File: src/rtl/rmse_pkg.sv
// shared widths, limits and status codes of the rms error unit
`default_nettype none

package rmse_pkg;

  localparam int SAMPLE_W   = 24;
  localparam int DIFF_W     = SAMPLE_W + 1;
  localparam int SQ_W       = 2 * SAMPLE_W;
  localparam int ACC_W      = 64;
  localparam int COUNT_W    = 15;
  localparam int ROOT_W     = ACC_W / 2;
  localparam int RMSE_W     = 25;
  localparam int STATUS_W   = 2;

  localparam int SQ_STEPS   = SAMPLE_W;
  localparam int SQ_CNT_W   = $clog2(SQ_STEPS);
  localparam int DIV_STEPS  = ACC_W;
  localparam int DIV_CNT_W  = $clog2(DIV_STEPS);
  localparam int ROOT_STEPS = ROOT_W;
  localparam int ROOT_CNT_W = $clog2(ROOT_STEPS);

  localparam logic [COUNT_W-1:0] MAX_SAMPLES = COUNT_W'(16384);
  localparam logic [COUNT_W-1:0] MIN_SAMPLES = COUNT_W'(2);

  localparam logic [STATUS_W-1:0] STATUS_OK       = 2'd0;
  localparam logic [STATUS_W-1:0] STATUS_TOO_FEW  = 2'd1;
  localparam logic [STATUS_W-1:0] STATUS_OVERFLOW = 2'd2;

endpackage

`default_nettype wire

File: src/rtl/rmse_sq.sv
// bit-serial squarer, one multiplier bit per cycle
`default_nettype none

module rmse_sq
  import rmse_pkg::*;
(
  input  wire logic                clk_i,
  input  wire logic                rst_ni,
  input  wire logic                start_i,
  input  wire logic [SAMPLE_W-1:0] mag_i,
  output logic                     done_o,
  output logic [SQ_W-1:0]          prod_o
);

  logic                run_q;
  logic                done_q;
  logic [SQ_CNT_W-1:0] cnt_q;
  logic [SAMPLE_W-1:0] mag_q;
  logic [SQ_W-1:0]     prod_q, prod_d;
  logic [SAMPLE_W:0]   psum;

  always_comb begin
    psum   = {1'b0, prod_q[SQ_W-1:SAMPLE_W]} +
             (prod_q[0] ? {1'b0, mag_q} : '0);
    prod_d = {psum, prod_q[SAMPLE_W-1:1]};
  end

  always_ff @(posedge clk_i or negedge rst_ni) begin
    if (!rst_ni) begin
      run_q  <= 1'b0;
      done_q <= 1'b0;
      cnt_q  <= '0;
    end else begin
      done_q <= 1'b0;
      if (start_i) begin
        run_q <= 1'b1;
        cnt_q <= '0;
      end else if (run_q) begin
        cnt_q <= cnt_q + 1'b1;
        if (cnt_q == SQ_CNT_W'(SQ_STEPS - 1)) begin
          run_q  <= 1'b0;
          done_q <= 1'b1;
        end
      end
    end
  end

  always_ff @(posedge clk_i) begin
    if (start_i) begin
      mag_q  <= mag_i;
      prod_q <= {{SAMPLE_W{1'b0}}, mag_i};
    end else if (run_q) begin
      prod_q <= prod_d;
    end
  end

  assign done_o = done_q;
  assign prod_o = prod_q;

endmodule

`default_nettype wire

File: src/rtl/rmse_div.sv
// restoring divider, one quotient bit per cycle
`default_nettype none

module rmse_div
  import rmse_pkg::*;
(
  input  wire logic               clk_i,
  input  wire logic               rst_ni,
  input  wire logic               start_i,
  input  wire logic [ACC_W-1:0]   dividend_i,
  input  wire logic [COUNT_W-1:0] divisor_i,
  output logic                    done_o,
  output logic [ACC_W-1:0]        quot_o
);

  logic                 run_q;
  logic                 done_q;
  logic [DIV_CNT_W-1:0] cnt_q;
  logic [ACC_W-1:0]     quot_q;
  logic [COUNT_W-1:0]   rem_q, rem_d;
  logic [COUNT_W-1:0]   dvs_q;
  logic [COUNT_W:0]     trial;
  logic [COUNT_W:0]     diff;
  logic                 ge;

  always_comb begin
    trial = {rem_q, quot_q[ACC_W-1]};
    diff  = trial - {1'b0, dvs_q};
    ge    = (trial >= {1'b0, dvs_q});
    rem_d = ge ? diff[COUNT_W-1:0] : trial[COUNT_W-1:0];
  end

  always_ff @(posedge clk_i or negedge rst_ni) begin
    if (!rst_ni) begin
      run_q  <= 1'b0;
      done_q <= 1'b0;
      cnt_q  <= '0;
    end else begin
      done_q <= 1'b0;
      if (start_i) begin
        run_q <= 1'b1;
        cnt_q <= '0;
      end else if (run_q) begin
        cnt_q <= cnt_q + 1'b1;
        if (cnt_q == DIV_CNT_W'(DIV_STEPS - 1)) begin
          run_q  <= 1'b0;
          done_q <= 1'b1;
        end
      end
    end
  end

  always_ff @(posedge clk_i) begin
    if (start_i) begin
      quot_q <= dividend_i;
      rem_q  <= '0;
      dvs_q  <= divisor_i;
    end else if (run_q) begin
      quot_q <= {quot_q[ACC_W-2:0], ge};
      rem_q  <= rem_d;
    end
  end

  assign done_o = done_q;
  assign quot_o = quot_q;

endmodule

`default_nettype wire

File: src/rtl/rmse_sqrt.sv
// digit-by-digit integer square root, one root bit per cycle
`default_nettype none

module rmse_sqrt
  import rmse_pkg::*;
(
  input  wire logic             clk_i,
  input  wire logic             rst_ni,
  input  wire logic             start_i,
  input  wire logic [ACC_W-1:0] radicand_i,
  output logic                  done_o,
  output logic [ROOT_W-1:0]     root_o
);

  localparam int REM_W = ROOT_W + 2;
  localparam int CUR_W = REM_W + 2;

  logic                  run_q;
  logic                  done_q;
  logic [ROOT_CNT_W-1:0] cnt_q;
  logic [ACC_W-1:0]      x_q;
  logic [REM_W-1:0]      rem_q, rem_d;
  logic [ROOT_W-1:0]     root_q;
  logic [CUR_W-1:0]      cur;
  logic [CUR_W-1:0]      trial;
  logic [CUR_W-1:0]      diff;
  logic                  ge;

  always_comb begin
    cur   = {rem_q, x_q[ACC_W-1:ACC_W-2]};
    trial = {2'b00, root_q, 2'b01};
    diff  = cur - trial;
    ge    = (cur >= trial);
    rem_d = ge ? diff[REM_W-1:0] : cur[REM_W-1:0];
  end

  always_ff @(posedge clk_i or negedge rst_ni) begin
    if (!rst_ni) begin
      run_q  <= 1'b0;
      done_q <= 1'b0;
      cnt_q  <= '0;
    end else begin
      done_q <= 1'b0;
      if (start_i) begin
        run_q <= 1'b1;
        cnt_q <= '0;
      end else if (run_q) begin
        cnt_q <= cnt_q + 1'b1;
        if (cnt_q == ROOT_CNT_W'(ROOT_STEPS - 1)) begin
          run_q  <= 1'b0;
          done_q <= 1'b1;
        end
      end
    end
  end

  always_ff @(posedge clk_i) begin
    if (start_i) begin
      x_q    <= radicand_i;
      rem_q  <= '0;
      root_q <= '0;
    end else if (run_q) begin
      x_q    <= {x_q[ACC_W-3:0], 2'b00};
      rem_q  <= rem_d;
      root_q <= {root_q[ROOT_W-2:0], ge};
    end
  end

  assign done_o = done_q;
  assign root_o = root_q;

endmodule

`default_nettype wire

File: src/rtl/root_mean_square_error_unit.sv
// top level of the rms error unit: run state, control and output register
//
//  channel   direction  transaction contents
//  s_axis    in         sample_a, sample_b in tdata; last_sample in tlast
//  m_axis    out        rmse_value, sample_count in tdata; status in tuser
//  cfg       in         use_sample_divisor, one write per enabled cycle
//
// a pair is timed by the bit-serial squarer (24 steps); no new pair is taken until it is squared
// a last pair with a valid run then passes through the 64-step divider and the 32-step root
// a finished result waits in the output register while the next pair is taken
// a full output register with another result pending holds the input side
// reset clears the run state and the output valid flag at once
`default_nettype none

module root_mean_square_error_unit
  import rmse_pkg::*;
(
  input  wire logic        clk_i,
  input  wire logic        rst_ni,
  input  wire logic        cfg_wen_i,
  input  wire logic        cfg_wdata_i,
  input  wire logic        s_axis_tvalid,
  output logic             s_axis_tready,
  input  wire logic [47:0] s_axis_tdata,   // sample_a [23:0], sample_b [47:24]
  input  wire logic        s_axis_tlast,
  output logic             m_axis_tvalid,
  input  wire logic        m_axis_tready,
  output logic [39:0]      m_axis_tdata,   // rmse_value [24:0], sample_count [39:25]
  output logic [1:0]       m_axis_tuser    // status [1:0]
);

  localparam logic [2:0] ST_IDLE = 3'd0;
  localparam logic [2:0] ST_SQ   = 3'd1;
  localparam logic [2:0] ST_DIV  = 3'd2;
  localparam logic [2:0] ST_ROOT = 3'd3;
  localparam logic [2:0] ST_HOLD = 3'd4;

  logic [2:0]          state_q, state_d;
  logic [ACC_W-1:0]    sum_q, sum_d;
  logic [COUNT_W-1:0]  count_q, count_d;
  logic                ovf_q, ovf_d;
  logic                last_q, last_d;
  logic                use_div_q;
  logic [STATUS_W-1:0] res_status_q, res_status_d;
  logic [COUNT_W-1:0]  res_count_q, res_count_d;
  logic [RMSE_W-1:0]   res_value_q, res_value_d;
  logic                m_valid_q;
  logic [RMSE_W-1:0]   m_value_q;
  logic [STATUS_W-1:0] m_status_q;
  logic [COUNT_W-1:0]  m_count_q;

  logic                in_acc;
  logic                out_load;
  logic signed [DIFF_W-1:0] diff;
  logic [DIFF_W-1:0]   diff_abs;
  logic [SAMPLE_W-1:0] mag;
  logic [ACC_W:0]      acc_sum;
  logic [ACC_W-1:0]    sum_new;
  logic                ovf_new;
  logic [COUNT_W-1:0]  divisor;

  logic                sq_start, sq_done;
  logic [SQ_W-1:0]     sq_prod;
  logic                div_start, div_done;
  logic [ACC_W-1:0]    div_quot;
  logic                root_start, root_done;
  logic [ROOT_W-1:0]   root_val;

  assign s_axis_tready = (state_q == ST_IDLE);
  assign in_acc        = s_axis_tvalid && s_axis_tready;

  always_comb begin
    diff     = $signed({s_axis_tdata[SAMPLE_W-1], s_axis_tdata[SAMPLE_W-1:0]}) -
               $signed({s_axis_tdata[2*SAMPLE_W-1], s_axis_tdata[2*SAMPLE_W-1:SAMPLE_W]});
    diff_abs = diff[DIFF_W-1] ? DIFF_W'(-diff) : DIFF_W'(diff);
    mag      = diff_abs[SAMPLE_W-1:0];
    acc_sum  = {1'b0, sum_q} + {{(ACC_W + 1 - SQ_W){1'b0}}, sq_prod};
    sum_new  = acc_sum[ACC_W] ? '1 : acc_sum[ACC_W-1:0];
    ovf_new  = ovf_q | acc_sum[ACC_W];
    divisor  = use_div_q ? count_q - 1'b1 : count_q;
  end

  always_comb begin
    state_d      = state_q;
    sum_d        = sum_q;
    count_d      = count_q;
    ovf_d        = ovf_q;
    last_d       = last_q;
    res_status_d = res_status_q;
    res_count_d  = res_count_q;
    res_value_d  = res_value_q;
    sq_start     = 1'b0;
    div_start    = 1'b0;
    root_start   = 1'b0;
    out_load     = 1'b0;
    unique case (state_q)
      ST_IDLE: begin
        if (in_acc) begin
          sq_start = 1'b1;
          last_d   = s_axis_tlast;
          if (count_q >= MAX_SAMPLES) begin
            ovf_d = 1'b1;
          end else begin
            count_d = count_q + 1'b1;
          end
          state_d = ST_SQ;
        end
      end
      ST_SQ: begin
        if (sq_done) begin
          sum_d   = sum_new;
          ovf_d   = ovf_new;
          state_d = ST_IDLE;
          if (last_q) begin
            res_count_d = count_q;
            res_value_d = '0;
            sum_d       = '0;
            count_d     = '0;
            ovf_d       = 1'b0;
            if (ovf_new) begin
              res_status_d = STATUS_OVERFLOW;
              state_d      = ST_HOLD;
            end else if (count_q < MIN_SAMPLES) begin
              res_status_d = STATUS_TOO_FEW;
              state_d      = ST_HOLD;
            end else begin
              res_status_d = STATUS_OK;
              div_start    = 1'b1;
              state_d      = ST_DIV;
            end
          end
        end
      end
      ST_DIV: begin
        if (div_done) begin
          root_start = 1'b1;
          state_d    = ST_ROOT;
        end
      end
      ST_ROOT: begin
        if (root_done) begin
          res_value_d = (root_val[ROOT_W-1:RMSE_W] != '0) ? '1 : root_val[RMSE_W-1:0];
          state_d     = ST_HOLD;
        end
      end
      ST_HOLD: begin
        if (!m_valid_q || m_axis_tready) begin
          out_load = 1'b1;
          state_d  = ST_IDLE;
        end
      end
      default: begin
        state_d = ST_IDLE;
      end
    endcase
  end

  always_ff @(posedge clk_i or negedge rst_ni) begin
    if (!rst_ni) begin
      state_q   <= ST_IDLE;
      sum_q     <= '0;
      count_q   <= '0;
      ovf_q     <= 1'b0;
      last_q    <= 1'b0;
      use_div_q <= 1'b1;
      m_valid_q <= 1'b0;
    end else begin
      state_q <= state_d;
      sum_q   <= sum_d;
      count_q <= count_d;
      ovf_q   <= ovf_d;
      last_q  <= last_d;
      if (cfg_wen_i) begin
        use_div_q <= cfg_wdata_i;
      end
      if (out_load) begin
        m_valid_q <= 1'b1;
      end else if (m_axis_tready) begin
        m_valid_q <= 1'b0;
      end
    end
  end

  always_ff @(posedge clk_i) begin
    res_status_q <= res_status_d;
    res_count_q  <= res_count_d;
    res_value_q  <= res_value_d;
    if (out_load) begin
      m_value_q  <= res_value_q;
      m_status_q <= res_status_q;
      m_count_q  <= res_count_q;
    end
  end

  rmse_sq u_sq (
    .clk_i  (clk_i),
    .rst_ni (rst_ni),
    .start_i(sq_start),
    .mag_i  (mag),
    .done_o (sq_done),
    .prod_o (sq_prod)
  );

  rmse_div u_div (
    .clk_i     (clk_i),
    .rst_ni    (rst_ni),
    .start_i   (div_start),
    .dividend_i(sum_new),
    .divisor_i (divisor),
    .done_o    (div_done),
    .quot_o    (div_quot)
  );

  rmse_sqrt u_sqrt (
    .clk_i     (clk_i),
    .rst_ni    (rst_ni),
    .start_i   (root_start),
    .radicand_i(div_quot),
    .done_o    (root_done),
    .root_o    (root_val)
  );

  assign m_axis_tvalid = m_valid_q;
  assign m_axis_tdata  = {m_count_q, m_value_q};
  assign m_axis_tuser  = m_status_q;

endmodule

`default_nettype wire

File: config.mk
export PLATFORM = sky130hd
export DESIGN_NAME = root_mean_square_error_unit
export DESIGN_NICKNAME = d
export VERILOG_FILES = /design/src/rtl/rmse_pkg.sv /design/src/rtl/rmse_sq.sv /design/src/rtl/rmse_div.sv /design/src/rtl/rmse_sqrt.sv /design/src/rtl/root_mean_square_error_unit.sv
export SDC_FILE = /design/constraint.sdc
export NUM_CORES = 1
export LEC_CHECK = 0
export ABC_AREA = 1
export BUFFER_PORTS_ARGS = -buffer_cell sky130_fd_sc_hd__buf_2
export CAP_MARGIN = 10
export CORE_UTILIZATION = 45
export CTS_BUF_LIST = sky130_fd_sc_hd__clkbuf_4
export DETAILED_ROUTE_END_ITERATION = 7
export GPL_TIMING_DRIVEN = 0
export PLACE_DENSITY_LB_ADDON = 0.05
export SYNTH_ARGS = -nofsm -noshare
export SYNTH_HDL_FRONTEND = slang
export SYNTH_HIERARCHICAL = 1
export SYNTH_SLANG_ARGS = --single-unit
File: constraint.sdc
create_clock -name clk_i -period 7.8 [get_ports clk_i]
set_input_delay 1.56 -clock clk_i [delete_from_list [all_inputs] [get_ports clk_i]]
set_output_delay 1.56 -clock clk_i [all_outputs]
set_load 0.02 [all_outputs]
==> results of run 1 <==
[Yosys cell counts, types with 7 or more instances]
cell / count
nor2_1: 366
nand2_1: 1585
clkbuf_1: 56
nor3_1: 51
o22ai_1: 33
dfrtp_1: 107
xor2_1: 61
dfxtp_1: 105
a22o_1: 7
xnor2_1: 30
inv_2: 7
o21ai_1: 33
inv_1: 666
nand2_2: 25
buf_6: 12
o21bai_1: 15
nand4_1: 40
a21oi_1: 205
edfxtp_1: 275
or2_2: 7
nor2_2: 20
a21o_1: 12
nand3b_1: 11
ha_1: 153
nor2_4: 7
nand3_2: 24
buf_2: 9
nand3_1: 226
o21a_1: 9
o21ai_0: 146
[layer usage]
layer  up-vias  GRT usage [%]  part of all wire, %
li1      14588              -                    -
met1     12578           32.7                   46
met2       562           42.4                   47
met3       127           3.65                  4.0
met4         0           9.37                  2.5
met5         -              0                    0
[power by group]
part           switching, mW  internal (mW)
registers              0.292           3.20
logic                   2.15           1.08
clock network           1.16           1.29
[registers in the layout, summed over array words and instances (netlist names), 2 cells and up]
signal         cells
sum_q             64
u_div/quot_o      64
u_sqrt/x_q        64
u_sq/prod_o       48
u_sqrt/rem_q      34
u_sqrt/root_o     32
m_value_q         25
res_value_q       25
u_sq/mag_q        24
count_q           15
m_count_q         15
res_count_q       15
u_div/dvs_q       15
u_div/rem_q       15
u_div/cnt_q        6
u_sq/cnt_q         5
u_sqrt/cnt_q       5
state_q            3
m_axis_tuser       2
res_status_q       2
[cells by family after synthesis]
family	count (synthesis)	synth area share [%]
buffers and inverters	765	9.51
AO/OA/AOI/OAI	491	8.58
flip-flops	488	41.4
AND/OR/NAND/NOR	2390	31.5
XOR/XNOR	95	2.77
adder cells (fa/ha/maj)	157	6.32
[area by class of cell]
type	instances	area (µm²)
flip-flops and latches	488	13100
clock buffers	203	1520
clock inverters	56	328
well taps	931	1160
plain buffers	88	465
fillers	7227	33800
repair buffers	105	649
inverters	677	2540
diodes	4	10.0
multi-input cells	3133	15500
[metrics by stage]
stage,hold WS [ns],power [mW],instance area (µm²)
floorplan,0.400,5.84,31600
finish,0.408,9.17,35300
CTS,0.383,9.27,35300
global route,0.413,9.89,35300
detailed placement,0.405,6.75,33400
global placement,0.402,6.73,33200
[worst max-delay path: cells and delay by family (launching register included)]
family	cells	cell delay, ns
adders and majority gates	2	0.71
buffers and inverters	3	1.20
and+or+nand+nor	14	2.47
DFF	1	0.56
[how the worst max path moves through the flow]
| stage | start | endpoint | slack [ns] | cells after the start |
|---|---|---|---|---|
| global placement | u_sq/prod_o[0]$_DFFE_PP_ | u_div/quot_o[37]$_DFFE_PP_ | 0.33 | 18 |
| CTS | u_sq/prod_o[0]$_DFFE_PP_ | u_div/quot_o[44]$_DFFE_PP_ | 2.25 | 19 |
| floorplan | u_sq/prod_o[0]$_DFFE_PP_ | u_div/quot_o[0]$_DFFE_PP_ | 2.73 | 18 |
| finish | u_sq/prod_o[0]$_DFFE_PP_ | u_div/quot_o[37]$_DFFE_PP_ | 2.38 | 19 |
| detailed placement | u_sq/prod_o[0]$_DFFE_PP_ | u_div/quot_o[37]$_DFFE_PP_ | 2.27 | 19 |
| global route | u_sq/prod_o[0]$_DFFE_PP_ | u_div/quot_o[44]$_DFFE_PP_ | 1.93 | 19 |
==> reports/summary.txt, run 1 <==
result of the run -> finished clean
synthesized cell area -> 31600 µm²
yosys warns -> 6
slowest CP cell -> nor2_2
Die Ht -> 267 µm
worst rel slew slack -> 27.3%
initial core utilization -> 45.7%
Reg2Reg Depth -> 19
hold_sp -> res_value_q[7]$_SDFFCE_PN0P_
initial antenna violation count -> 2
CTS Buf Count -> 139
WHS Endpoint -> m_value_q[7]$_DFFE_PP_
commonest cells after routing, fill and taps aside -> nand2_1 (1585), inv_1 (665), nor2_1 (362), edfxtp_1 (275), nand3_1 (226)
r2r startpoint -> u_sq/prod_o[0]$_DFFE_PP_
Max Fclk -> 185 MHz
vias in the first global route -> 27179
Global Route Usage Sum -> 25.2%
data arrival time of the worst path -> 5.97 ns
Routed Wire Length -> 87900 µm
Post-Place Worst Slack -> 2.27 ns
number of buffers added on ports -> 98
startpoint type of the worst setup path -> flop
Setup TNS Final -> 0 ns
clock skew -> 0.0760 ns
final worst setup slack -> 2.38 ns
CP required -> 8.35 ns
final hold vios -> 0
Leak -> 17.7 nW
final core occ -> 51.1%
Yosys cell types -> 64
CTS tree -> built
Tightest Pin Transition -> 1.08 ns
Yosys top cell by area -> edfxtp_1
Detailed Place HPWL -> 69600 µm
Die X -> 267 µm
root buffer cell -> clkbuf_4
post-CTS resize count -> 0
GP Congestion -> 0.955
number of synthesized flops with an enable pin -> 275
final-stage net count -> 4844
Initial DRT Pass Iterations -> 6
Row Count -> 96
# setup viols final -> 0
most frequent CP cell -> nand2_1
largest net degree at the start of global routing -> 82
worst-path cell chain -> ha_1 > fa_1 > nand3_1 > nand2_1 > nand3_1 > nand2_1 > nand3_1 > nand2_1 > nand2_1 > nand2_1 > nand2_1 > nand2_2 > nor2_1 > nand3_1 > nor2_2 > clkbuf_1 > nor2_1 > inv_4 > buf_16
VDD IR max -> 0.000170 V
CORE AREA -> 69100 µm²
final cycle utilization of the critical path -> 69.5%
# DRC -> 0
Mapped Nets -> 4598
Synth async-reset ratio -> 22.1%
Setup Fix Bufs, Post-CTS -> 0
CP Class -> flop to flop
Hold Path Class -> flop to flop
Clk Latency, worst-skew pair -> 0.96 ns
DR vias -> 27855
Worst R2R Setup Slack -> 2.38 ns
Yosys top cell area share -> 26.1%
Die Area -> 71200 µm²
most common cell after layout, fill and taps aside -> nand2_1
Worst Setup End Kind -> flop
Slew Limit Fails -> 0
Top FF cell, synth -> edfxtp_1
placed insts -> 5422
Clock Path Buffers -> 3
Post-Syn Area per Cell -> 7.20 µm²
fin cells -> 5685
Crit Reg-Reg Endpoint -> u_div/quot_o[37]$_DFFE_PP_
synthesized instance count -> 4386
CP max FO -> 61
PD cells -> 260 nW/µm²
Max Cap Viol -> 0
gr ovfl total -> 0
CTS H-Tree Depth -> 4
layout cells sized above 1 -> 10.2%
clk sinks -> 488
Antenna Nets Post-Route -> 0
Post-CTS Hold Buffers -> 0
max incr delay on CP -> 0.73 ns
Synth Register Bits -> 488
I/O pin count -> 99
area grow syn2layout -> 11.7%
min Tclk post-route -> 5.42 ns
hold path depth -> 0
number of vias per cell -> 4.90
register area share after synthesis -> 41.4%
first-pass GRT wire length -> 141000 µm
DR WL/cell -> 15.5 µm
RSZ-0062 raised after global routing -> false
first-iteration detailed-routing DRC count -> 1748
clock slew at reported path FFs -> 0.07 ns
largest cells by area after synthesis -> edfxtp_1 (26%), nand2_1 (19%), dfrtp_1 (8.5%)
Note: power is estimated with default switching activity, not from simulation.
==> run 2, diff against run 1 <==
clock period = 5.1 ns   (was 7.8 ns; I/O delays follow)
==> reports/summary.txt, run 2 (same netlist as run 1, synthesis figures left out) <==
CTS tree -> built
DR WL/cell -> 15.4 µm
Tightest Pin Transition -> 1.09 ns
Max Fclk -> 219 MHz
Die Ht -> 267 µm
Placed Area -> 33400 µm²
number of vias per cell -> 4.89
first-pass GRT wire length -> 141000 µm
slowest CP cell -> edfxtp_1
final hold vios -> 0
area grow syn2layout -> 11.9%
max incr delay on CP -> 0.55 ns
Routed Wire Length -> 87800 µm
clock slew at reported path FFs -> 0.06 ns
Detailed Place HPWL -> 69600 µm
Clock Path Buffers -> 3
Die X -> 267 µm
number of buffers added on ports -> 98
initial core utilization -> 45.7%
CP max FO -> 61
multi-input logic area -> 15500 µm²
final-stage net count -> 4850
CTS Buf Count -> 139
GP Congestion -> 0.955
CORE AREA -> 69100 µm²
CP Class -> flop to flop
gr ovfl total -> 0
Row Count -> 96
VDD IR max -> 0.000259 V
worst-path cell chain -> ha_1 > fa_1 > nand3_1 > nand2_1 > nand3_1 > nand2_1 > nand3_1 > nand2_1 > nand2_1 > nand2_1 > nand2_1 > nand2_2 > nor2_1 > nand3_1 > nor2_4 > clkbuf_2 > nor2_1 > inv_4 > buf_16
Die Area -> 71200 µm²
Setup TNS Final -> 0 ns
# DRC -> 0
I/O pin count -> 99
Leak -> 17.8 nW
first-iteration detailed-routing DRC count -> 1717
DR vias -> 27836
fillers -> 7224
Seq. cell area -> 13100 µm²
final cycle utilization of the critical path -> 89.6%
routed wl met2 -> 41300 µm
min Tclk post-route -> 4.57 ns
root buffer cell -> clkbuf_4
startpoint type of the worst setup path -> flop
CP required -> 5.65 ns
Slew Limit Fails -> 0
Antenna Nets Post-Route -> 0
layout cells sized above 1 -> 10.3%
CTS H-Tree Depth -> 4
clk sinks -> 488
Global Route Usage Sum -> 25.2%
largest net degree at the start of global routing -> 82
most frequent CP cell -> nand2_1
clock skew -> 0.0790 ns
Clk Latency, worst-skew pair -> 0.96 ns
Initial DRT Pass Iterations -> 7
Hold Path Class -> input pin to flop
worst rel slew slack -> 26.7%
met1 wire length -> 40800 µm
Max Cap Viol -> 0
Worst Setup End Kind -> flop
vias in the first global route -> 27187
data arrival time of the worst path -> 5.12 ns
PD cells -> 397 nW/µm²
most common cell after layout, fill and taps aside -> nand2_1
commonest cells after routing, fill and taps aside -> nand2_1 (1585), inv_1 (665), nor2_1 (362), edfxtp_1 (275), nand3_1 (226)
initial antenna violation count -> 2
post-route cell area -> 35300 µm²
met3 wire length -> 3550 µm
RSZ-0062 raised after global routing -> false
result of the run -> finished clean
top sig layer -> met4
# setup viols final -> 0
-- run 2: changes by cell type in the layout (fill, tap and decap cells not counted), sizes merged --
cell / change
buf: +5
dlygate4sd3: +1
-- run 2: per-layer routing --
metal	global-route usage [%]	up-vias
met3	3.65	130
li1	-	14601
met4	9.37	0
met5	0	-
met1	32.7	12511
met2	42.4	594
-- run 2: area by class of cell --
type	count	share of cell area, %
Antenna cell	4	0.0283
Timing Repair Buffer	111	1.97
Buffer	88	1.32
Multi-Input combinational cell	3133	44.0
Tap cell	931	3.30
Sequential cell	488	37.0
Clock inverter	56	0.928
Inverter	677	7.20
Clock buffer	203	4.31
-- run 2: power by group --
part,internal (mW),leakage (nW),switching [mW],total (mW)
clock network,1.97,1.10,1.77,3.74
logic,1.65,12.0,3.28,4.94
registers,4.90,4.66,0.447,5.35
total,8.52,17.8,5.50,14.0
-- run 2: metrics by stage --
step | utilization, % | power, mW | worst slack, ns | hold WS [ns] | std cells
floorplan | - | 8.93 | 0.0329 | 0.400 | 4386
global placement | 48.1 | 10.3 | -2.37 | 0.402 | 5415
detailed placement | 48.4 | 10.3 | -0.426 | 0.405 | 5422
CTS | 51.1 | 14.2 | 0.202 | 0.110 | 5682
global route | 51.2 | 15.1 | 0.212 | 0.221 | 5691
finish | 51.2 | 14.0 | 0.529 | 0.296 | 5691
-- run 2: worst max-delay path: cells and delay by family, from the launching register on --
family | cells | cell delay, ns
adders and majority gates | 2 | 0.70
DFF | 1 | 0.55
buffers and inverters | 3 | 0.84
and+or+nand+nor | 14 | 2.00
-- run 2: repair_timing --
| action | in CTS | in global routing |
|---|---|---|
| resized for setup | 2 | 0 |
| hold endpoints to repair | 27 | 0 |
| pin swaps | 0 | 1 |
| hold buffers | 1 | 0 |
| setup buffers | 0 | 5 |
| setup endpoints to repair | 91 | 50 |
-- run 2: path summary, 6_finish.rpt --
check / from / end / slack (ns) / depth (start not counted)
worst max-delay path: u_sq/prod_o[0]$_DFFE_PP_ / u_div/quot_o[37]$_DFFE_PP_ / 0.53 / 19
worst min-delay path: cfg_wen_i / use_div_q$_DFFE_PN1P_ / 0.30 / 2
worst max register to register: u_sq/prod_o[0]$_DFFE_PP_ / u_div/quot_o[37]$_DFFE_PP_ / 0.53 / 19
worst min register to register: res_value_q[7]$_SDFFCE_PN0P_ / m_value_q[7]$_DFFE_PP_ / 0.41 / 0
max in group asynchronous: rst_ni / sum_q[53]$_DFFE_PN0P_ / 3.74 / 3
min in group asynchronous: rst_ni / u_sq/cnt_q[1]$_DFFE_PN0P_ / 0.58 / 2
